### config.mk
export PLATFORM = sky130hd
export DESIGN_NAME = dssm_ctrl
export DESIGN_NICKNAME = d
export VERILOG_FILES = /design/src/hdl/dssm_pkg.sv /design/src/hdl/dssm_ctrl.sv
export SDC_FILE = /design/constraint.sdc
export NUM_CORES = 1
export LEC_CHECK = 0
export ABC_AREA = 0
export BUFFER_PORTS_ARGS = -buffer_cell sky130_fd_sc_hd__buf_2
export CAP_MARGIN = 20
export CELL_PAD_IN_SITES_DETAIL_PLACEMENT = 1
export CELL_PAD_IN_SITES_GLOBAL_PLACEMENT = 1
export CORE_AREA = 2 2 39 41
export CTS_CLUSTER_SIZE = 14
export DETAILED_ROUTE_END_ITERATION = 12
export DIE_AREA = 0 0 41 43
export PLACE_DENSITY_LB_ADDON = 0.1
export SLEW_MARGIN = 20
export SYNTH_ARGS = -nofsm -noshare
export SYNTH_HDL_FRONTEND = slang
export SYNTH_SLANG_ARGS = --single-unit
### constraint.sdc
create_clock -name clock -period 1.5 [get_ports clock]
set_input_delay 0.15 -clock clock [delete_from_list [all_inputs] [get_ports clock]]
set_output_delay 0.15 -clock clock [all_outputs]
set_load 0.03 [all_outputs]
### src/hdl/dssm_pkg.sv
package dssm_pkg;

   // field widths of the stream items and the register
   localparam int OP_W       = 3;
   localparam int WORD_W     = 64;
   localparam int CAP_W      = 11;
   localparam int REQ_DATA_W = 72;
   localparam int RSP_DATA_W = 72;

   // operation codes
   localparam logic [OP_W-1:0] OP_PUSH_FIRST  = 3'd0;
   localparam logic [OP_W-1:0] OP_PUSH_SECOND = 3'd1;
   localparam logic [OP_W-1:0] OP_TOP_FIRST   = 3'd2;
   localparam logic [OP_W-1:0] OP_TOP_SECOND  = 3'd3;
   localparam logic [OP_W-1:0] OP_POP_FIRST   = 3'd4;
   localparam logic [OP_W-1:0] OP_POP_SECOND  = 3'd5;

   // controller states
   typedef enum logic [2:0] {
      ST_IDLE = 3'b001,
      ST_READ = 3'b010,
      ST_RESP = 3'b100
   } state_type;

   // controller to datapath
   typedef struct packed {
      logic take;        // item accepted this cycle
      logic load_read;   // capture memory read data into result
   } ctrl_cmd_type;

   // datapath to controller
   typedef struct packed {
      logic needs_read;  // offered item is a top that will succeed
   } ctrl_status_type;

endpackage

### src/hdl/dssm_ctrl.sv
module dssm_ctrl import dssm_pkg::*; (
   input  logic            clock,
   input  logic            reset,
   input  logic            req_tvalid,
   output logic            req_tready,
   output logic            rsp_tvalid,
   input  logic            rsp_tready,
   output logic            csr_ready,
   input  ctrl_status_type status,
   output ctrl_cmd_type    cmd
);

   state_type state_ff;
   state_type state_in;

   // next state and commands
   always_comb begin
      state_in      = state_ff;
      cmd.take      = 1'b0;
      cmd.load_read = 1'b0;
      req_tready    = 1'b0;
      rsp_tvalid    = 1'b0;
      csr_ready     = 1'b0;
      unique case (state_ff)
         ST_IDLE: begin
            req_tready = 1'b1;
            csr_ready  = 1'b1;
            if (req_tvalid) begin
               cmd.take = 1'b1;
               state_in = status.needs_read ? ST_READ : ST_RESP;
            end
         end
         ST_READ: begin
            cmd.load_read = 1'b1;
            state_in      = ST_RESP;
         end
         ST_RESP: begin
            rsp_tvalid = 1'b1;
            if (rsp_tready) begin
               state_in = ST_IDLE;
            end
         end
         default: begin
            state_in = ST_IDLE;
         end
      endcase
   end

   always_ff @(posedge clock) begin
      if (reset) begin
         state_ff <= ST_IDLE;
      end else begin
         state_ff <= state_in;
      end
   end

endmodule

==> flow_summary_export.csv <==
group,metric,value,unit
yosys,ys_types,11,
cells_and_area,drive_above_1_share,55.56,%
setup_path,r2r-end,"state_ff[2]$_SDFFE_PP0P_",
min_path,whs_endpoint,"state_ff[0]$_SDFFE_PP1P_",
yosys,async_reset_ff_share,0,%
placed_design,port_buffers,9,
power_and_ir_drop,p_per_area,1182,mW/mm^2
floorplan,die_y,43,um
yosys,yosys_warnings,0,
setup_path,start_kind,"flop",
power_and_ir_drop,max-vdd-ir-drop,0.5919,mV
grt,grt_use_met2,7.500,%
yosys,syn_avg_cell_area,10.84,um^2
cells_and_area,fillers,165,
drt,vias_per_cell,3.767,
yosys,ys_seq_elements,3,
clocking,htree_levels,1,
placed_design,place_inst,39,
sta,slew_viol_final,0,
sta,hold_violations,0,
clocking,clk_pin_slew,0.03,ns
sta,setup_viol,0,
power_and_ir_drop,power.net_switching,0.08566,mW
sta,holdWs,0.1534,ns
floorplan,core-area,0.001384,mm^2
clocking,clock-sinks,3,
sta,setup-tns-final,0,ns
yosys,yosysTopAreaCell,"dfxtp_1",
power_and_ir_drop,sequentialPowerShare,32.1,%
cells_and_area,ff_latch_area,60.06,um^2
sta,fin_crit,1.329,ns
cells_and_area,reg_top3,"state_ff x3",
yosys,yosysSeqAreaShare,36.92,%
clocking,cts-hold-fix-buffers,0,
setup_path,crit_slowest_cell,"dfxtp_1",
sta,rsz0062_at_grt,"false",
min_path,min_from,"reset",
yosys,synth_edf_count,0,
grt,grt_most_used_layer,"met1",
sta,relSlewSlack,69.92,%
floorplan,fp.dieW,41,um
drt,vias,162,
clocking,cts_buffer_depth,2,
clocking,cts_setup_buffers,0,
yosys,yosysMostFrequentCell,"dfxtp_1",
grt,grt_use_met1,8.571,%
cells_and_area,top_register,"state_ff",
sta,post-route-period-util,88.59,%
drt,drt_iter0_markers,4,
setup_path,cp.arrival,1.18,ns
setup_path,crit_chain,"nor3b_2 -> buf_2",
clocking,root_buffer,"clkbuf_4",
setup_path,required,1.35,ns
yosys,synth.area.top_cells,"dfxtp_1 (37%), nor4b_1 (11%), nor3b_1 (9.2%)",
cells_and_area,largest_reg_flops,3,
placed_design,place_hpwl,347.9,um
grt,overflow,0,
drt,ant_nets,0,
setup_path,reg2regPathDepth,2,
setup_path,r2r_slack,0.34,ns
yosys,ys.flop_type,"dfxtp_1",
grt,track_usage,6.900,%
sta,worst_pin_slew,0.4450,ns
power_and_ir_drop,p_leak,0.1171,nW
flow_run,drv_cap,0,
grt,grt_pass1_vias,160,
floorplan,fp-row-count,14,
min_path,whs_path_depth,3,
min_path,hold_class,"input pin to flop",
cells_and_area,final_cells,43,
drt,wl_per_cell,9.977,um
cells_and_area,n_antenna_cell,0,
cells_and_area,nets,33,
setup_path,cpPeakStageDelay,0.43,ns
cells_and_area,areaGrowthSynthToFinish,54.62,%
power_and_ir_drop,internal_power,0.2115,mW
clocking,cts_tree,"built",
power_and_ir_drop,switching_share,28.83,%
yosys,synth_nets,20,
grt,grt_max_degree,8,
sta,max_freq,0.7525,GHz
clocking,worstSkewPairLatency,0.23,ns
floorplan,ios,10,
yosys,yosys-top-cells-count,"dfxtp_1 (3), nor3b_1 (2), nor4b_1 (2)",
power_and_ir_drop,combPwrFrac,22.0,%
clocking,post_cts_resized,0,
grt,grt_pass1_wl,724,um
yosys,syn_area,162.7,um^2
setup_path,crit_fanout,7,
setup_path,worst_setup_path_end_kind,"output port",
drt,finalWirelength,429,um
floorplan,dieArea,0.001763,mm^2
cells_and_area,multiInputGateArea,96.34,um^2
drt,firstDrtPassIters,3,
setup_path,crit_type,"flop to output port",
yosys,synth_cells,15,
yosys,synth_top_area_share,36.92,%
sta,fin_skew,0.003487,ns
placed_design,gp_congestion,0.6797,
power_and_ir_drop,clkPwrFrac,45.9,%
clocking,cts_buffers,3,
drt,drc,0,
grt,grt_use_met3,4.712,%
run_status,run_status,"finished, final reports clean",
floorplan,start_util,11.75,%
grt,antenna_found_initial,0,
setup_path,rr_startpoint,"state_ff[2]$_SDFFE_PP0P_",
[critical path: cells and delay by family (launching register included)]
family / cells / cell delay, ns
buffers and inverters: 1 / 0.24
flip-flops: 1 / 0.43
AND/OR/NAND/NOR: 1 / 0.28
[worst max-delay path by stage]
stage,start,endpoint,slack [ns],cells past startpoint
2_1_floorplan,state_ff[2]$_SDFFE_PP0P_,rsp_tvalid,0.19,1
3_3_place_gp,state_ff[2]$_SDFFE_PP0P_,state_ff[2]$_SDFFE_PP0P_,0.36,2
6_report,state_ff[1]$_SDFFE_PP0P_,cmd[0],0.17,2
3_5_place_dp,state_ff[2]$_SDFFE_PP0P_,state_ff[2]$_SDFFE_PP0P_,0.34,2
5_1_grt,state_ff[1]$_SDFFE_PP0P_,cmd[0],0.06,2
4_1_cts,state_ff[1]$_SDFFE_PP0P_,cmd[0],0.16,2
[cell usage in the layout (no fill, tap or decap)]
| cell type | netlist | routed |
|---|---|---|
| and3_1 | 1 | 1 |
| and4bb_2 | 1 | 1 |
| buf_2 | 0 | 9 |
| clkbuf_1 | 0 | 1 |
| clkbuf_4 | 0 | 3 |
| dfxtp_1 | 3 | 3 |
| inv_1 | 1 | 1 |
| nor3b_1 | 2 | 1 |
| nor3b_2 | 1 | 2 |
| nor4b_1 | 2 | 2 |
| o311a_1 | 1 | 1 |
| o31ai_1 | 1 | 1 |
| or4b_1 | 1 | 1 |
[area by class of cell]
| cell class | count | area share, % |
|---|---|---|
| clock buffers | 4 | 10.45 |
| inverters | 1 | 1.493 |
| multi-input cells | 10 | 38.31 |
| flip-flops and latches | 3 | 23.88 |
| well taps | 16 | 7.960 |
| repair buffers | 9 | 17.91 |
[metal layers]
metal / part of all wire (%) / vias up
li1: - / 84
met3: 9.1 / 0
met2: 40 / 7
met4: 0 / 0
met5: 0 / -
met1: 50 / 71
[power by group through the flow]
stage | registers (mW) | logic [mW] | clock network, mW
finish | 0.0954 | 0.0653 | 0.136
global route | 0.0980 | 0.0702 | 0.159
CTS | 0.0956 | 0.0663 | 0.144
detailed placement | 0.0969 | 0.0660 | 0
global placement | 0.0964 | 0.0662 | 0
floorplan | 0.0940 | 0.0525 | 0
[stage by stage]
step                      total power, mW  setup slack (ns)  area [um^2]  util [%]
final                              0.2972            0.1711        251.5     18.17
after global routing               0.3268           0.05640        251.5     18.17
after CTS                          0.3058            0.1626        251.5     18.17
after detailed placement           0.1629            0.3401        225.2     16.27
after global placement             0.1626            0.3623        225.2     16.27
after floorplan                    0.1464            0.1885        167.7         -
[cells by family after synthesis]
kind of cell | count (synthesis) | synth area share [%]
AO/OA/AOI/OAI | 2 | 10.77
flip-flops | 3 | 36.92
buffers and inverters | 2 | 6.923
AND/OR/NAND/NOR | 8 | 45.38
Power figures use the tool's default switching activity.
